File: config.mk
export PLATFORM = sky130hd
export DESIGN_NAME = row_scan_lane_centre
export DESIGN_NICKNAME = d
export VERILOG_FILES = /design/src/rtl/core/rslc_pkg.sv /design/src/rtl/core/row_scan_lane_centre.sv
export SDC_FILE = /design/constraint.sdc
export NUM_CORES = 1
export LEC_CHECK = 0
export ABC_AREA = 1
export BUFFER_PORTS_ARGS = -buffer_cell sky130_fd_sc_hd__buf_2
export CORE_ASPECT_RATIO = 0.9
export CORE_MARGIN = 8
export CORE_UTILIZATION = 52
export DETAILED_ROUTE_END_ITERATION = 16
export PLACE_DENSITY = 0.72
export SLEW_MARGIN = 20
export SYNTH_ARGS = -nofsm -noshare
export SYNTH_HDL_FRONTEND = slang
export SYNTH_SLANG_ARGS = --single-unit
File: constraint.sdc
create_clock -name i_clk -period 7.1 [get_ports i_clk]
set_input_delay 1.42 -clock i_clk [delete_from_list [all_inputs] [get_ports i_clk]]
set_output_delay 1.42 -clock i_clk [all_outputs]
set_load 0.02 [all_outputs]
File: src/rtl/core/rslc_pkg.sv
// shared types and constants for the row scan lane centre block
package rslc_pkg;

    localparam int unsigned ROW_WIDTH_W     = 12;
    localparam int unsigned EDGE_W          = 11;
    localparam int unsigned CENTRE_W        = 11;
    localparam int unsigned RUN_W           = 12;
    localparam int unsigned APB_ADDR_W      = 3;
    localparam int unsigned APB_DATA_W      = 32;

    localparam logic [ROW_WIDTH_W-1:0] ROW_WIDTH_RESET = 12'd640;
    localparam logic [ROW_WIDTH_W-1:0] ROW_WIDTH_MIN   = 12'd2;
    localparam logic [EDGE_W-1:0]      EDGE_MAX        = 11'd2047;

    // register index, taken from paddr[2]
    localparam logic REG_ROW_WIDTH = 1'b0;

    typedef enum logic [1:0] {
        STATUS_OK    = 2'd0,
        STATUS_NONE  = 2'd1,
        STATUS_NOISE = 2'd2
    } t_row_status;

    typedef struct packed {
        logic pixel_bit;
        logic row_last;
    } t_in_item;

    typedef struct packed {
        logic [EDGE_W-1:0]       line_count;
        logic [EDGE_W-1:0]       edge_count;
        logic [CENTRE_W-1:0]     lane_centre;
        t_row_status             row_status;
        logic                    pair_second;
        logic signed [RUN_W-1:0] centre_run;
    } t_out_item;

endpackage

File: src/rtl/core/row_scan_lane_centre.sv
// top level: row scan transition counter and lane centre finder
//
// Input channel: one binary pixel per transaction (i_in_valid / o_in_stall,
// payload i_in_data), row_last marks the final pixel of a row.
// Output channel: one result per row (o_out_valid / i_out_stall, payload
// o_out_data): line and transition counts, lane centre, status, pair flag
// and centre run between the two rows of a pair.
// Config: APB-style port, row_width at byte address 0, read back on prdata.
// A row_last transaction passes the input register, then one compare/add
// stage into the result register, before its result shows. Throughput: one
// pixel per clock while the output is not stalled, set by the update of the
// edge counter and stripe registers on every accepted pixel.
// Reset (synchronous, active low) empties both registers, clears all row
// and pair state and sets row_width to 640.
// While the output is stalled with a result held, the input register holds
// its pixel and o_in_stall rises once that register is full.
module row_scan_lane_centre #(
    parameter int unsigned MAX_ROW_WIDTH = 2048
) (
    input  logic                              i_clk,
    input  logic                              i_rst_n,
    input  logic                              i_in_valid,
    output logic                              o_in_stall,
    input  rslc_pkg::t_in_item                i_in_data,
    output logic                              o_out_valid,
    input  logic                              i_out_stall,
    output rslc_pkg::t_out_item               o_out_data,
    input  logic                              psel,
    input  logic                              penable,
    input  logic                              pwrite,
    input  logic [rslc_pkg::APB_ADDR_W-1:0]   paddr,
    input  logic [rslc_pkg::APB_DATA_W-1:0]   pwdata,
    output logic [rslc_pkg::APB_DATA_W-1:0]   prdata,
    output logic                              pready
);

    localparam int unsigned CW = $clog2(MAX_ROW_WIDTH);
    localparam int unsigned LW = (CW + 1 > rslc_pkg::ROW_WIDTH_W) ?
                                 CW + 1 : rslc_pkg::ROW_WIDTH_W;
    localparam int unsigned RW = (CW > rslc_pkg::RUN_W) ? CW : rslc_pkg::RUN_W;
    localparam logic [CW-1:0] COL_LAST  = CW'(MAX_ROW_WIDTH - 1);
    localparam logic [LW-1:0] WIDTH_MAX = LW'(MAX_ROW_WIDTH);

    logic [rslc_pkg::ROW_WIDTH_W-1:0] r_row_width;

    logic                 r_in_valid;
    rslc_pkg::t_in_item   r_in;
    logic                 r_out_valid;
    rslc_pkg::t_out_item  r_out;

    logic                          r_prev;
    logic [CW-1:0]                 r_col;
    logic [rslc_pkg::EDGE_W-1:0]   r_edges;
    logic [CW-1:0]                 r_start;
    logic [CW-1:0]                 r_one;
    logic [CW-1:0]                 r_two;
    logic [CW-1:0]                 r_held;
    logic [CW-1:0]                 r_first;
    logic                          r_phase;

    logic                          n_prev;
    logic [CW-1:0]                 n_col;
    logic [rslc_pkg::EDGE_W-1:0]   n_edges;
    logic [CW-1:0]                 n_start;
    logic [CW-1:0]                 n_one;
    logic [CW-1:0]                 n_two;
    logic [CW-1:0]                 n_held;
    logic [CW-1:0]                 n_first;
    logic                          n_phase;
    rslc_pkg::t_out_item           n_out;

    logic                          advance;
    logic                          step;
    logic                          is_edge;
    logic [CW:0]                   stripe_sum;
    logic [CW-1:0]                 stripe_mid;
    logic [rslc_pkg::EDGE_W:0]     lines_sum;
    logic [rslc_pkg::EDGE_W-1:0]   lines;
    logic [LW-1:0]                 width_use;
    logic [CW-1:0]                 single_c;
    logic [LW-1:0]                 mirror_sum;
    logic [CW-1:0]                 centre_one;
    logic [CW:0]                   pair_sum;
    logic [CW-1:0]                 centre_two;
    logic [CW-1:0]                 centre;
    rslc_pkg::t_row_status         status;
    logic [RW-1:0]                 run_diff;

    // handshake
    assign advance     = !(r_out_valid && i_out_stall);
    assign step        = r_in_valid && advance;
    assign o_in_stall  = r_in_valid && !advance;
    assign o_out_valid = r_out_valid;
    assign o_out_data  = r_out;

    // config port
    assign pready = 1'b1;
    always_comb begin
        prdata = '0;
        if (paddr[2] == rslc_pkg::REG_ROW_WIDTH) begin
            prdata = rslc_pkg::APB_DATA_W'(r_row_width);
        end
    end

    always_ff @(posedge i_clk) begin
        if (!i_rst_n) begin
            r_row_width <= rslc_pkg::ROW_WIDTH_RESET;
        end else if (psel && penable && pwrite && pready &&
                     paddr[2] == rslc_pkg::REG_ROW_WIDTH) begin
            r_row_width <= pwdata[rslc_pkg::ROW_WIDTH_W-1:0];
        end
    end

    // per-pixel update
    always_comb begin
        is_edge    = (r_col != '0) && (r_in.pixel_bit != r_prev);
        stripe_sum = {1'b0, r_start} + {1'b0, r_col};
        stripe_mid = stripe_sum[CW:1];

        n_prev  = r_in.pixel_bit;
        n_col   = (r_col != COL_LAST) ? r_col + 1'b1 : r_col;
        n_edges = r_edges;
        n_start = r_start;
        n_one   = r_one;
        n_two   = r_two;

        if (is_edge) begin
            case (r_edges)
                11'd0: begin
                    n_start = r_col;
                    n_one   = r_col;
                end
                11'd1: begin
                    n_one = stripe_mid;
                end
                11'd2: begin
                    n_start = r_col;
                    n_two   = r_col;
                end
                11'd3: begin
                    n_two = stripe_mid;
                end
                default: begin
                end
            endcase
            if (r_edges != rslc_pkg::EDGE_MAX) begin
                n_edges = r_edges + 1'b1;
            end
        end
    end

    // row end evaluation
    always_comb begin
        lines_sum = {1'b0, n_edges} + 1'b1;
        lines     = lines_sum[rslc_pkg::EDGE_W:1];

        width_use = LW'(r_row_width);
        if (width_use < LW'(rslc_pkg::ROW_WIDTH_MIN)) begin
            width_use = LW'(rslc_pkg::ROW_WIDTH_MIN);
        end else if (width_use > WIDTH_MAX) begin
            width_use = WIDTH_MAX;
        end

        single_c   = (n_edges >= 11'd2) ? n_one : '0;
        mirror_sum = LW'(single_c) + width_use;
        if (LW'(single_c) >= (width_use >> 1)) begin
            centre_one = single_c >> 1;
        end else begin
            centre_one = CW'(mirror_sum >> 1);
        end

        pair_sum   = {1'b0, n_one} + {1'b0, n_two};
        centre_two = pair_sum[CW:1];

        if (lines == '0) begin
            status = rslc_pkg::STATUS_NONE;
            centre = r_held;
        end else if (lines >= 11'd3) begin
            status = rslc_pkg::STATUS_NOISE;
            centre = r_held;
        end else begin
            status = rslc_pkg::STATUS_OK;
            centre = (lines == 11'd1) ? centre_one : centre_two;
        end

        run_diff = RW'(centre) - RW'(r_first);

        n_held  = centre;
        n_first = r_phase ? r_first : centre;
        n_phase = !r_phase;

        n_out.line_count  = lines;
        n_out.edge_count  = n_edges;
        n_out.lane_centre = rslc_pkg::CENTRE_W'(centre);
        n_out.row_status  = status;
        n_out.pair_second = r_phase;
        n_out.centre_run  = r_phase ? rslc_pkg::RUN_W'(run_diff) : '0;
    end

    always_ff @(posedge i_clk) begin
        if (!i_rst_n) begin
            r_in_valid  <= 1'b0;
            r_out_valid <= 1'b0;
            r_prev      <= 1'b0;
            r_col       <= '0;
            r_edges     <= '0;
            r_start     <= '0;
            r_one       <= '0;
            r_two       <= '0;
            r_held      <= '0;
            r_first     <= '0;
            r_phase     <= 1'b0;
        end else begin
            if (!o_in_stall) begin
                r_in_valid <= i_in_valid;
            end
            if (advance) begin
                r_out_valid <= step && r_in.row_last;
            end
            if (step) begin
                r_prev <= n_prev;
                if (r_in.row_last) begin
                    r_col   <= '0;
                    r_edges <= '0;
                    r_start <= '0;
                    r_one   <= '0;
                    r_two   <= '0;
                    r_first <= n_first;
                    r_phase <= n_phase;
                    if (status == rslc_pkg::STATUS_OK) begin
                        r_held <= n_held;
                    end
                end else begin
                    r_col   <= n_col;
                    r_edges <= n_edges;
                    r_start <= n_start;
                    r_one   <= n_one;
                    r_two   <= n_two;
                end
            end
        end
    end

    // payload registers
    always_ff @(posedge i_clk) begin
        if (!o_in_stall && i_in_valid) begin
            r_in <= i_in_data;
        end
        if (step && r_in.row_last) begin
            r_out <= n_out;
        end
    end

endmodule

* Word level (Yosys, flattened, before mapping)
Index checks and enable logic that the tools add are counted.
** Storage, ports and cells
- Output and inout port bits :: 83
- Bits in registers :: 143
- Word-level logic and storage cells :: 90
- Input bits :: 44
** Cells by class
- Add/subtract/negate cells :: 7
- $lt $le $gt $ge :: 5
- Reductions and logical operators :: 25
- Bitwise logic cells :: 2
- Muxes and demuxes :: 24
- Eq/ne operators :: 7
** Operator list (count)
- two-way mux 11 bit :: 17
- one-hot mux 11 bit (2 select lines) :: 2
- two-way mux 12 bit :: 3
- adder 11 x 11 -> 12 bit :: 2
- adder 11 x 1 -> 11 bit, second input constant :: 2
- equality test 11 x 1 -> 1 bit, second input constant :: 2
- equality test 11 x 2 -> 1 bit, second input constant :: 2
- greater-or-equal comparator 11 x 2 -> 1 bit, second input constant :: 2
- zero test 11 bit :: 2
- != test 11 bit, second input constant :: 2
- adder 11 x 1 -> 12 bit, second input constant :: 1
- adder 11 x 12 -> 12 bit :: 1
- > comparator 12 bit, second input constant :: 1
- less-than comparator 12 x 2 -> 1 bit, second input constant :: 1
- subtractor 11 x 11 -> 12 bit :: 1
- greater-or-equal comparator 11 bit :: 1
- nonzero test 11 bit :: 1
- logical AND 1 bit :: 9
- AND reduction 3 bit :: 3
- nonzero test 2 bit :: 3
- two-way mux 2 bit :: 2
- AND reduction 2 bit :: 2
- zero test 1 bit :: 3
- zero test 2 bit :: 1
- 3 further kinds :: 4

* Logic depth before layout (Yosys ltp)
Gate-level depths: netlist of the first run.
- Depth in word-level cells :: 11
- Gate-level depth with buffers :: 50
- Gate-level depth less buffers :: 49

* Worst setup path after synthesis of the first run
Ideal clock, no wire load.
- Kind :: register -> register
- From :: register r_col[1]
- To :: register r_out, in the netlist o_out_data[10] (data pin)
- Buffers on the path :: 2
- Clock period less this slack :: 5515 ps
- Cell stages (with the launch flop) :: 50
- Data arrival time :: 5257 ps
- Setup slack :: 1585 ps
- Required time :: 6841 ps
- Setup time :: 259 ps
- Cell sequence :: dfxtp_1 -> inv_1 -> ha_1 -> nand3_1 -> nor2_1 -> nor2_2 -> buf_6 -> nand3b_1 -> nand2_1 -> inv_2 -> ha_1 -> nor2_1 -> nand2_1 -> nor2_1 -> nand2_1 -> buf_4 -> inv_1 -> nor2_1 -> [... 14 more ...] -> inv_1 -> fa_1 -> a21oi_1 -> nor2_1 -> nor2_1 -> nor2_1 -> o21ai_0 -> nand2_1 -> nand2_1 -> inv_1 -> nor2_1 -> nor2_1 -> nor2_1 -> nor2_1 -> o21ai_0 -> nand2_1 -> o21ai_0 -> a21oi_1
** Between the ends
- Longest elaborated chain between the ends :: 11
- Elaborated cells between the ends (all ways) :: 22
- Those cells by class :: add/sub (5); order compare (3); eq/ne (1); mux (10); reduce/logical (3)
** Ends and longest elaborated chain
- start: declaration :: RTL line row_scan_lane_centre.sv:52 : logic [CW-1:0] r_col;
- start signal: assignment :: RTL line row_scan_lane_centre.sv:234 : r_col <= n_col;
- nonzero test 11 bit (*) :: RTL line row_scan_lane_centre.sv:116 : is_edge = (r_col != '0) && (r_in.pixel_bit != r_prev);
- logical AND 1 bit (*) :: RTL line row_scan_lane_centre.sv:116
- two-way mux 11 bit (*) :: RTL line row_scan_lane_centre.sv:127 : if (is_edge) begin
- named net n_edges, one bit :: RTL line row_scan_lane_centre.sv:63 : logic [rslc_pkg::EDGE_W-1:0] n_edges;
- greater-or-equal comparator 11 x 2 -> 1 bit :: RTL line row_scan_lane_centre.sv:164 : single_c = (n_edges >= 11'd2) ? n_one : '0;
- two-way mux 11 bit :: RTL line row_scan_lane_centre.sv:164
- adder 11 x 12 -> 12 bit or greater-or-equal comparator 11 bit (tied branches) :: RTL line row_scan_lane_centre.sv:165, row_scan_lane_centre.sv:166
- two-way mux 11 bit :: RTL line row_scan_lane_centre.sv:166 : if (LW'(single_c) >= (width_use >> 1)) begin
- two-way mux 11 bit :: RTL line row_scan_lane_centre.sv:183 : centre = (lines == 11'd1) ? centre_one : centre_two;
- two-way mux 11 bit :: RTL line row_scan_lane_centre.sv:178 : end else if (lines >= 11'd3) begin
- two-way mux 11 bit (*) :: RTL line row_scan_lane_centre.sv:175 : if (lines == '0) begin
- subtractor 11 x 11 -> 12 bit (*) :: RTL line row_scan_lane_centre.sv:186 : run_diff = RW'(centre) - RW'(r_first);
- end signal: assignment :: RTL line row_scan_lane_centre.sv:250 : r_out <= n_out;
- end: declaration :: RTL line row_scan_lane_centre.sv:49 : rslc_pkg::t_out_item r_out;
Mark *: on every way through the listed nets, which the timed path passes. The rest lies on a longest branch.
A chain may end at the register's enable or synchronous reset.

* Final worst setup path of the first run
- From :: register r_col[0]
- To :: register r_out, in the netlist o_out_data[10] (data pin)
** Between the ends
- Longest elaborated chain between the ends :: 11
- Elaborated cells between the ends (all ways) :: 22
- Those cells by class :: add/sub (5); order compare (3); eq/ne (1); mux (10); reduce/logical (3)
** Ends and longest elaborated chain (RTL line)
- nonzero test 11 bit :: row_scan_lane_centre.sv:116
- logical AND 1 bit :: row_scan_lane_centre.sv:116
- two-way mux 11 bit :: row_scan_lane_centre.sv:127
- greater-or-equal comparator 11 x 2 -> 1 bit :: row_scan_lane_centre.sv:164
- two-way mux 11 bit :: row_scan_lane_centre.sv:164
- adder 11 x 12 -> 12 bit or greater-or-equal comparator 11 bit (tied branches) :: row_scan_lane_centre.sv:165, row_scan_lane_centre.sv:166
- two-way mux 11 bit :: row_scan_lane_centre.sv:166
- two-way mux 11 bit :: row_scan_lane_centre.sv:183
- two-way mux 11 bit :: row_scan_lane_centre.sv:178
- two-way mux 11 bit (*) :: row_scan_lane_centre.sv:175
- subtractor 11 x 11 -> 12 bit (*) :: row_scan_lane_centre.sv:186
Every way passes the cells marked *; elsewhere a longest branch is shown, timed or not.

==> flow_metrics.env, run 1 <==
export IMPL_core_um2=17400
export IMPL_synthCells=1282
export IMPL_cts_sinks=143
export IMPL_dp_cells=1579
export IMPL_slowest_stage="dfxtp_1"
export IMPL_finalSetupTns_ns=0
export IMPL_cts_made_buffers=17
export IMPL_finalMaxSlewViolations=0
export IMPL_postCtsSetupBuffers=0
export IMPL_drt_iter0_drc=595
export IMPL_tritoncts="built"
export IMPL_fin_cells=1611
export IMPL_drv_cap=0
export IMPL_synth_edf_count=50
export IMPL_synthMostInstantiatedCell="nand2_1"
export IMPL_path_delay_family="simple AND/OR/NAND/NOR gates"
export IMPL_path_class="register to register"
export IMPL_cts_hold_buf=0
export IMPL_die_w_um=156
export IMPL_min_period_ns=6.50
export IMPL_crit_fanout=7
export IMPL_drc=0
export IMPL_clk_path_buf_depth=2
export IMPL_dr_total_vias=8400
export IMPL_fin_nets=1462
export IMPL_finalCritPeriodShare=0.915
export IMPL_hpwl_um=16700
export IMPL_drive_above_1_share=0.128
export IMPL_arrival_ns=6.68
export IMPL_viasPerCell=5.21
export IMPL_diodes=0
export IMPL_ir_worst_vdd_mv=0.174
export IMPL_grt_pass1_vias=7701
export IMPL_die_y_um=142
export IMPL_worst_slew_pin_slew_ns=0.785
export IMPL_hold_viol=0
export IMPL_area_growth_pct=12.8
export IMPL_grt_use_total=0.206
export IMPL_pwr_share_seq=0.422
export IMPL_avgRoutedWirePerCell_um=14.0
export IMPL_root_buffer="clkbuf_16"
export IMPL_synthFlopType="dfxtp_1"
export IMPL_clock_latency_ns=0.43
export IMPL_status="completed"
export IMPL_fin_util=0.592
export IMPL_crit_top_cell="nor2_1"
export IMPL_first_pass_iters=5
export IMPL_p_clk_frac=0.437
export IMPL_io_buffers=83
export IMPL_finClkSkew_ns=0.00684
export IMPL_worst_setup_path_end_kind="register"
export IMPL_power_density_nw_per_um2=202
export IMPL_switching_share=0.284
export IMPL_ys_ff_latch=143
export IMPL_fmax_mhz=154
export IMPL_fillers=1657
export IMPL_leakage_nw=4.82
export IMPL_postRouteWirelength_um=22600
export IMPL_synth_top_area_share=0.203
export IMPL_setup_viol=0
export IMPL_synth_area_top_cells="dfxtp_1, edfxtp_1, nand2_1"
export IMPL_clk_pin_slew_ns=0.06
export IMPL_p_switching_w=0.000592
export IMPL_yosysTopAreaCell="dfxtp_1"
export IMPL_rsz0062_at_grt="false"
export IMPL_p_int_w=0.00149
export IMPL_yosys_warnings=0
export IMPL_die_area_um2=22100
export IMPL_row_count=46
export IMPL_synth_cell_types=52
export IMPL_netlist_area_um2=9150
export IMPL_gp_congestion=0.935
export IMPL_overflow=0
export IMPL_synth_avg_cell_area_um2=7.14
export IMPL_antenna_found_initial=0
export IMPL_grt_max_degree=50
export IMPL_h_tree_depth=4
export IMPL_start_kind="register"
export IMPL_slowest_delay_ns=0.45
export IMPL_synthArstFlopShare=0
export IMPL_path_buf_inv=6
export IMPL_comb_power_share=0.141
export IMPL_yosys_top_cells_count="nand2_1, inv_1, a21oi_1, nor2_1, dfxtp_1"
export IMPL_grt_pass1_wl_um=37400
export IMPL_start_util=0.525
export IMPL_ys_seq_area_frac=0.368
export IMPL_cts_repair_resized=0
export IMPL_max_slew_margin=0.475
export IMPL_io_pins=127
export IMPL_hold_class="register to register"
export IMPL_drtAntennaViolNets=0
export IMPL_cp_required_ns=7.28
[final cells by class]
cell class	instances	area, um^2	area share
Multi-Input combinational cell	922	4880	0.472
Sequential cell	143	3370	0.326
Inverter	178	671	0.0650
Timing Repair Buffer	96	513	0.0497
Clock buffer	19	443	0.0429
Tap cell	240	300	0.0291
Clock inverter	13	150	0.0145
[cells in the final DEF, fill, tap and decap left out, types with 3 or more instances in the layout]
cell	netlist	layout
a211oi_1	7	7
a21oi_1	141	141
buf_2	8	83
buf_4	22	13
clkbuf_16	0	17
clkinv_1	4	4
conb_1	2	21
dfxtp_1	93	88
dfxtp_2	0	5
edfxtp_1	50	50
fa_1	4	4
ha_1	56	55
inv_1	161	160
inv_2	13	13
inv_6	0	5
nand2_1	310	310
nand2_2	4	4
nand3_1	61	61
nand3b_1	5	5
nand4_1	15	15
nor2_1	127	125
nor2_2	5	6
nor3_1	13	13
o211ai_1	8	8
o21ai_0	60	59
o21ai_1	12	13
o21bai_1	5	5
o221ai_1	4	4
o22ai_1	3	3
or2_2	4	4
xnor2_1	9	9
xor2_1	19	18
[sequential cells by signal (all words and copies together), names as in the netlist]
register,cells
r_in_valid,1
r_in,1
r_start,11
r_row_width,12
r_edges,11
o_out_data,48
r_two,11
r_first,11
o_out_valid,1
r_col,11
r_phase,1
r_prev,1
r_one,11
r_held,11
n_prev,1
[worst paths after layout]
check | end | cells past startpoint | start | slack (ns)
min reg2reg | r_one[6] | 2 | r_one[6] | 0.46
min | r_one[6] | 2 | r_one[6] | 0.46
max | o_out_data[10] | 46 | r_col[0] | 0.60
max reg2reg | o_out_data[10] | 46 | r_col[0] | 0.60
[power groups by stage]
stage / clock [W] / combinational (W) / sequential (W)
after floorplan: 0 / 0.000216 / 0.000906
after global placement: 0 / 0.000283 / 0.000895
after detailed placement: 0 / 0.000288 / 0.000896
after CTS: 0.000924 / 0.000292 / 0.000878
after global routing: 0.000953 / 0.000331 / 0.000880
final: 0.000910 / 0.000295 / 0.000878
[metal layers]
| layer | part of all wire | global-route usage | up-vias |
|---|---|---|---|
| li1 | - | - | 4297 |
| met1 | 0.46 | 0.273 | 3825 |
| met2 | 0.46 | 0.335 | 252 |
| met3 | 0.068 | 0.0392 | 26 |
| met4 | 0.011 | 0.0617 | 0 |
| met5 | 0 | 0 | - |
[metrics by stage]
step	setup WS, ns	total power [W]	hold slack (ns)	instance area [um^2]
2_1_floorplan	1.58	0.00112	0.429	9220
4_1_cts	0.538	0.00209	0.463	10300
5_1_grt	0.0101	0.00216	0.476	10300
6_report	0.602	0.00208	0.462	10300
3_3_place_gp	0.820	0.00118	0.449	9710
3_5_place_dp	0.671	0.00118	0.454	9710
[tightest hold or removal path: cells and delay by family (launching register included)]
family | cells | cell delay [ns]
and+or+nand+nor | 1 | 0.06
DFF | 1 | 0.31
AOI/OAI and AO/OA | 1 | 0.05
[kinds of logic after synthesis]
kind of cell	count (synthesis)	synth area share
and+or+nand+nor	560	0.259
AOI/OAI and AO/OA	252	0.150
buffers and inverters	236	0.109
DFF	143	0.368
adders and majority gates	60	0.0853
xor gates and xnor gates	29	0.0286
other	2	0.000821
Note: power is estimated with default switching activity, not from simulation.
==> run 2: changes to the inputs <==
CORE_ASPECT_RATIO = not set   (was 0.9)
==> run 2 against run 1 <==
Critical path type unchanged. Worst hold slack improved by 0.0024 ns. Clock skew is 0.0021 ns higher. Clock-buffer cell count is 1 lower.
==> flow_metrics.env, run 2 (synthesized netlist as in run 1, its figures left out) <==
export IMPL_start_util=0.531
export IMPL_drc=0
export IMPL_arrival_ns=6.49
export IMPL_worst_setup_path_end_kind="register"
export IMPL_p_int_w=0.00147
export IMPL_final_cell_mix="nand2_1, inv_1, a21oi_1"
export IMPL_slowest_stage="dfxtp_1"
export IMPL_fin_nets=1463
export IMPL_io_pins=127
export IMPL_path_delay_family="simple AND/OR/NAND/NOR gates"
export IMPL_finClkSkew_ns=0.00891
export IMPL_path_buf_inv=7
export IMPL_grt_use_total=0.199
export IMPL_clk_path_buf_depth=2
export IMPL_grt_pass1_wl_um=36500
export IMPL_pwr_share_seq=0.430
export IMPL_p_clk_frac=0.429
export IMPL_switching_share=0.279
export IMPL_rsz0062_at_grt="false"
export IMPL_place_ws_ns=0.746
export IMPL_crit_top_cell="nand2_1"
export IMPL_dpl_cell_area_um2=9700
export IMPL_hold_class="register to register"
export IMPL_fmax_mhz=158
export IMPL_drive_above_1_share=0.127
export IMPL_max_slew_margin=0.515
export IMPL_area_growth_pct=12.4
export IMPL_comb_power_share=0.141
export IMPL_largest_reg_flops=48
export IMPL_start_kind="register"
export IMPL_die_y_um=149
export IMPL_row_count=48
export IMPL_power_density_nw_per_um2=198
export IMPL_avgRoutedWirePerCell_um=13.6
export IMPL_ir_worst_vdd_mv=0.173
export IMPL_drtAntennaViolNets=0
export IMPL_cp_required_ns=7.28
export IMPL_p_total_w=0.00204
export IMPL_status="completed"
export IMPL_diodes=0
export IMPL_viasPerCell=5.22
export IMPL_p_switching_w=0.000570
export IMPL_cts_hold_buf=0
export IMPL_die_area_um2=22100
export IMPL_dr_total_vias=8333
export IMPL_io_buffers=83
export IMPL_final_area_um2=10300
export IMPL_finalCritPeriodShare=0.889
export IMPL_finalSetupTns_ns=0
export IMPL_root_buffer="clkbuf_16"
export IMPL_postRouteWirelength_um=21700
export IMPL_min_period_ns=6.31
export IMPL_clock_latency_ns=0.43
export IMPL_worst_slew_pin_slew_ns=0.725
export IMPL_grt_max_degree=50
export IMPL_cts_made_buffers=17
export IMPL_first_pass_iters=5
export IMPL_clk_pin_slew_ns=0.06
export IMPL_h_tree_depth=4
export IMPL_hold_viol=0
export IMPL_grt_pass1_vias=7631
export IMPL_cts_sinks=143
export IMPL_gp_congestion=0.936
export IMPL_path_class="register to register"
export IMPL_mostFrequentLayoutCell="nand2_1"
export IMPL_drv_cap=0
export IMPL_antenna_found_initial=0
export IMPL_drt_iter0_drc=660
export IMPL_core_um2=17200
export IMPL_die_w_um=149
export IMPL_hpwl_um=16500
export IMPL_overflow=0
export IMPL_tritoncts="built"
export IMPL_fin_util=0.597
export IMPL_crit_fanout=9
export IMPL_setup_slack_ns=0.786
export IMPL_setup_viol=0
export IMPL_slowest_delay_ns=0.44
export IMPL_finalMaxSlewViolations=0
export IMPL_leakage_nw=4.81
run 2: cell count changes in the layout (fill, tap and decap cells not counted), sizes merged:
cell	previous run	this run
inv	181	176
clkinv	6	8
clkinvlp	2	6
buf	96	97
clkbuf	19	18
run 2: final timing paths:
check                           slack (ns)  depth (start not counted)        endpoint  startpoint
worst max register to register        0.79                         47  o_out_data[10]  r_edges[1]
worst min-delay path                  0.46                          2        r_one[0]    r_one[0]
worst max-delay path                  0.79                         47  o_out_data[10]  r_edges[1]
worst min register to register        0.46                          2        r_one[0]    r_one[0]
run 2: cell type report:
class	instances	area (um^2)
flip-flops and latches	143	3370
clock buffers	18	429
fillers	1559	6950
multi-input cells	922	4880
repair buffers	97	520
well taps	225	282
inverters	178	668
clock inverters	14	141
run 2: per-layer routing:
metal | up-vias | track usage | part of all wire
met4 | 0 | 0.0607 | 0.016
met1 | 3759 | 0.260 | 0.47
met2 | 238 | 0.320 | 0.45
met3 | 32 | 0.0471 | 0.061
li1 | 4304 | - | -
met5 | - | 0 | 0
run 2: power by group through the flow:
stage                     clock network (W)  registers [W]  logic (W)
after global routing               0.000923       0.000880   0.000327
after global placement                    0       0.000895   0.000282
after detailed placement                  0       0.000896   0.000286
final                              0.000876       0.000878   0.000289
after CTS                          0.000888       0.000878   0.000288
after floorplan                           0       0.000906   0.000216
run 2: what timing repair did:
| action | CTS | global route |
|---|---|---|
| endpoints found under the setup margin | 0 | 2 |
| buffers inserted | 0 | 0 |
| resized for setup | 0 | 7 |
run 2: through the flow:
stage	cells	hold WS, ns
2_1_floorplan	1301	0.429
3_3_place_gp	1565	0.449
3_5_place_dp	1565	0.456
4_1_cts	1597	0.465
5_1_grt	1597	0.482
6_report	1597	0.465
run 2: worst register-to-register path, delay by kind of cell, from the launching register on:
kind | cells | cell delay [ns]
compound gates | 9 | 1.23
simple gates | 26 | 2.52
fa+ha+maj | 5 | 1.36
flops | 1 | 0.44
buf+inv | 7 | 0.55
==> run 3: changes to the inputs <==
CELL_PAD_IN_SITES_DETAIL_PLACEMENT = 0   (was not set)
CELL_PAD_IN_SITES_GLOBAL_PLACEMENT = 1   (was not set)
CORE_UTILIZATION = 42   (was 52)
PLACE_DENSITY = 0.8   (was 0.72)
==> run 3 against run 2 <==
Worst hold slack lost 0.0032 ns. Fmax about the same. Register-to-register slack barely moved. Clock power down 3.8%. Sequential share of layout area fell by 0.35 points. Flip-flop and latch count stayed put. Die area rose by 21%. Routed wire length is 10% higher. Combinational power increased by 3%. Core utilization is 12 points lower. Total power shrank 1.1%. Largest power group unchanged. Highest routed layer unchanged.
==> flow_metrics.env, run 3 (synthesized netlist as in run 1, its figures left out) <==
export IMPL_die_area_um2=26800
export IMPL_hold_class="register to register"
export IMPL_drv_cap=0
export IMPL_power_density_nw_per_um2=194
export IMPL_finalSetupTns_ns=0
export IMPL_gp_congestion=0.852
export IMPL_io_pins=127
export IMPL_clk_path_buf_depth=2
export IMPL_io_buffers=83
export IMPL_r2r_setup_slack_ns=0.79
export IMPL_grt_use_total=0.180
export IMPL_top_layer="met4"
export IMPL_cts_made_buffers=17
export IMPL_fin_nets=1470
export IMPL_worst_slew_pin_slew_ns=0.870
export IMPL_drive_above_1_share=0.132
export IMPL_grt_max_degree=51
export IMPL_fillers=2233
export IMPL_p_total_w=0.00202
export IMPL_fmax_mhz=158
export IMPL_met2_length_um=11100
export IMPL_largest_reg_flops=48
export IMPL_dr_total_vias=8290
export IMPL_hold_viol=0
export IMPL_tritoncts="built"
export IMPL_max_slew_margin=0.419
export IMPL_arrival_ns=6.48
export IMPL_avgRoutedWirePerCell_um=14.4
export IMPL_area_growth_pct=13.6
export IMPL_grt_pass1_wl_um=39000
export IMPL_worst_setup_path_end_kind="register"
export IMPL_clk_pin_slew_ns=0.06
export IMPL_drt_iter0_drc=439
export IMPL_finalCritPeriodShare=0.889
export IMPL_hpwl_um=18400
export IMPL_path_class="register to register"
export IMPL_route_met3_wl_um=973
export IMPL_crit_top_cell="nand2_1"
export IMPL_setup_viol=0
export IMPL_postRouteWirelength_um=23900
export IMPL_row_count=54
export IMPL_first_pass_iters=5
export IMPL_wl_met1_um=11500
export IMPL_dpl_cell_area_um2=9820
export IMPL_place_ws_ns=0.606
export IMPL_finClkSkew_ns=0.0105
export IMPL_diodes=0
export IMPL_antenna_found_initial=0
export IMPL_cp_required_ns=7.27
export IMPL_cts_sinks=143
export IMPL_slowest_delay_ns=0.42
export IMPL_slowest_stage="fa_1"
export IMPL_crit_fanout=10
export IMPL_final_area_um2=10400
export IMPL_min_period_ns=6.31
export IMPL_status="completed"
export IMPL_die_w_um=164
export IMPL_drtAntennaViolNets=0
export IMPL_finalMaxSlewViolations=0
export IMPL_die_y_um=164
export IMPL_setup_slack_ns=0.789
export IMPL_overflow=0
export IMPL_h_tree_depth=4
export IMPL_mostFrequentLayoutCell="nand2_1"
export IMPL_drc=0
export IMPL_final_cell_mix="nand2_1, inv_1, a21oi_1"
export IMPL_root_buffer="clkbuf_16"
export IMPL_fin_hold_ws_ns=0.461
export IMPL_leakage_nw=4.83
export IMPL_ir_worst_vdd_mv=0.158
export IMPL_grt_pass1_vias=7825
export IMPL_start_util=0.423
export IMPL_start_kind="register"
export IMPL_core_um2=21600
export IMPL_rsz0062_at_grt="false"
export IMPL_clock_latency_ns=0.43
export IMPL_viasPerCell=5.00
==> run 3: changes by cell type in the layout (fill, tap and decap cells not counted), sizes merged <==
cell | before | now
inv | 176 | 181
bufinv | 2 | 0
clkinv | 8 | 5
buf | 97 | 104
==> run 3: final timing paths <==
check | start | to | depth (start not counted)
max | r_col[0] | o_out_data[10] | 46
min reg2reg | r_one[7] | r_one[7] | 2
max reg2reg | r_col[0] | o_out_data[10] | 46
min | r_one[7] | r_one[7] | 2
==> run 3: metrics by stage <==
step,std cells,util
floorplan,1301,-
global placement,1626,0.454
detailed placement,1626,0.454
CTS,1658,0.480
global route,1659,0.481
finish,1659,0.481
==> run 3: critical path, delay by kind of cell (launching register included) <==
| kind | cells | cell delay [ns] |
|---|---|---|
| AO/OA/AOI/OAI | 9 | 1.32 |
| adder cells (fa/ha/maj) | 4 | 1.28 |
| flip-flops | 1 | 0.36 |
| buffers and inverters | 5 | 0.32 |
| AND/OR/NAND/NOR | 28 | 2.77 |
==> run 3: area by class of cell <==
| cell class | instances | area (um^2) | area share |
|---|---|---|---|
| multi-input combinational | 922 | 4880 | 0.470 |
| timing repair buffer | 104 | 573 | 0.0551 |
| inverter | 178 | 671 | 0.0645 |
| clock inverter | 14 | 125 | 0.0120 |
| sequential | 143 | 3370 | 0.324 |
| tap | 280 | 350 | 0.0337 |
| clock buffer | 18 | 429 | 0.0413 |
==> run 3: where the power goes <==
| group | leakage, nW | switching, W | internal (W) |
|---|---|---|---|
| Clock | 0.254 | 0.000384 | 0.000460 |
| Combinational | 3.35 | 0.000210 | 0.0000883 |
| Sequential | 1.23 | 0.00000902 | 0.000869 |
| Total | 4.83 | 0.000603 | 0.00142 |
==> run 3: metal layers <==
| layer | GRT usage | vias up |
|---|---|---|
| li1 | - | 4311 |
| met5 | 0 | - |
| met3 | 0.0300 | 25 |
| met1 | 0.237 | 3803 |
| met2 | 0.296 | 151 |
| met4 | 0.0529 | 0 |
==> run 3: what timing repair did <==
| action | CTS | global route |
|---|---|---|
| hold buffers | 0 | 0 |
| endpoints found under the setup margin | 0 | 1 |
| resized for setup | 0 | 8 |
| setup buffers | 0 | 1 |
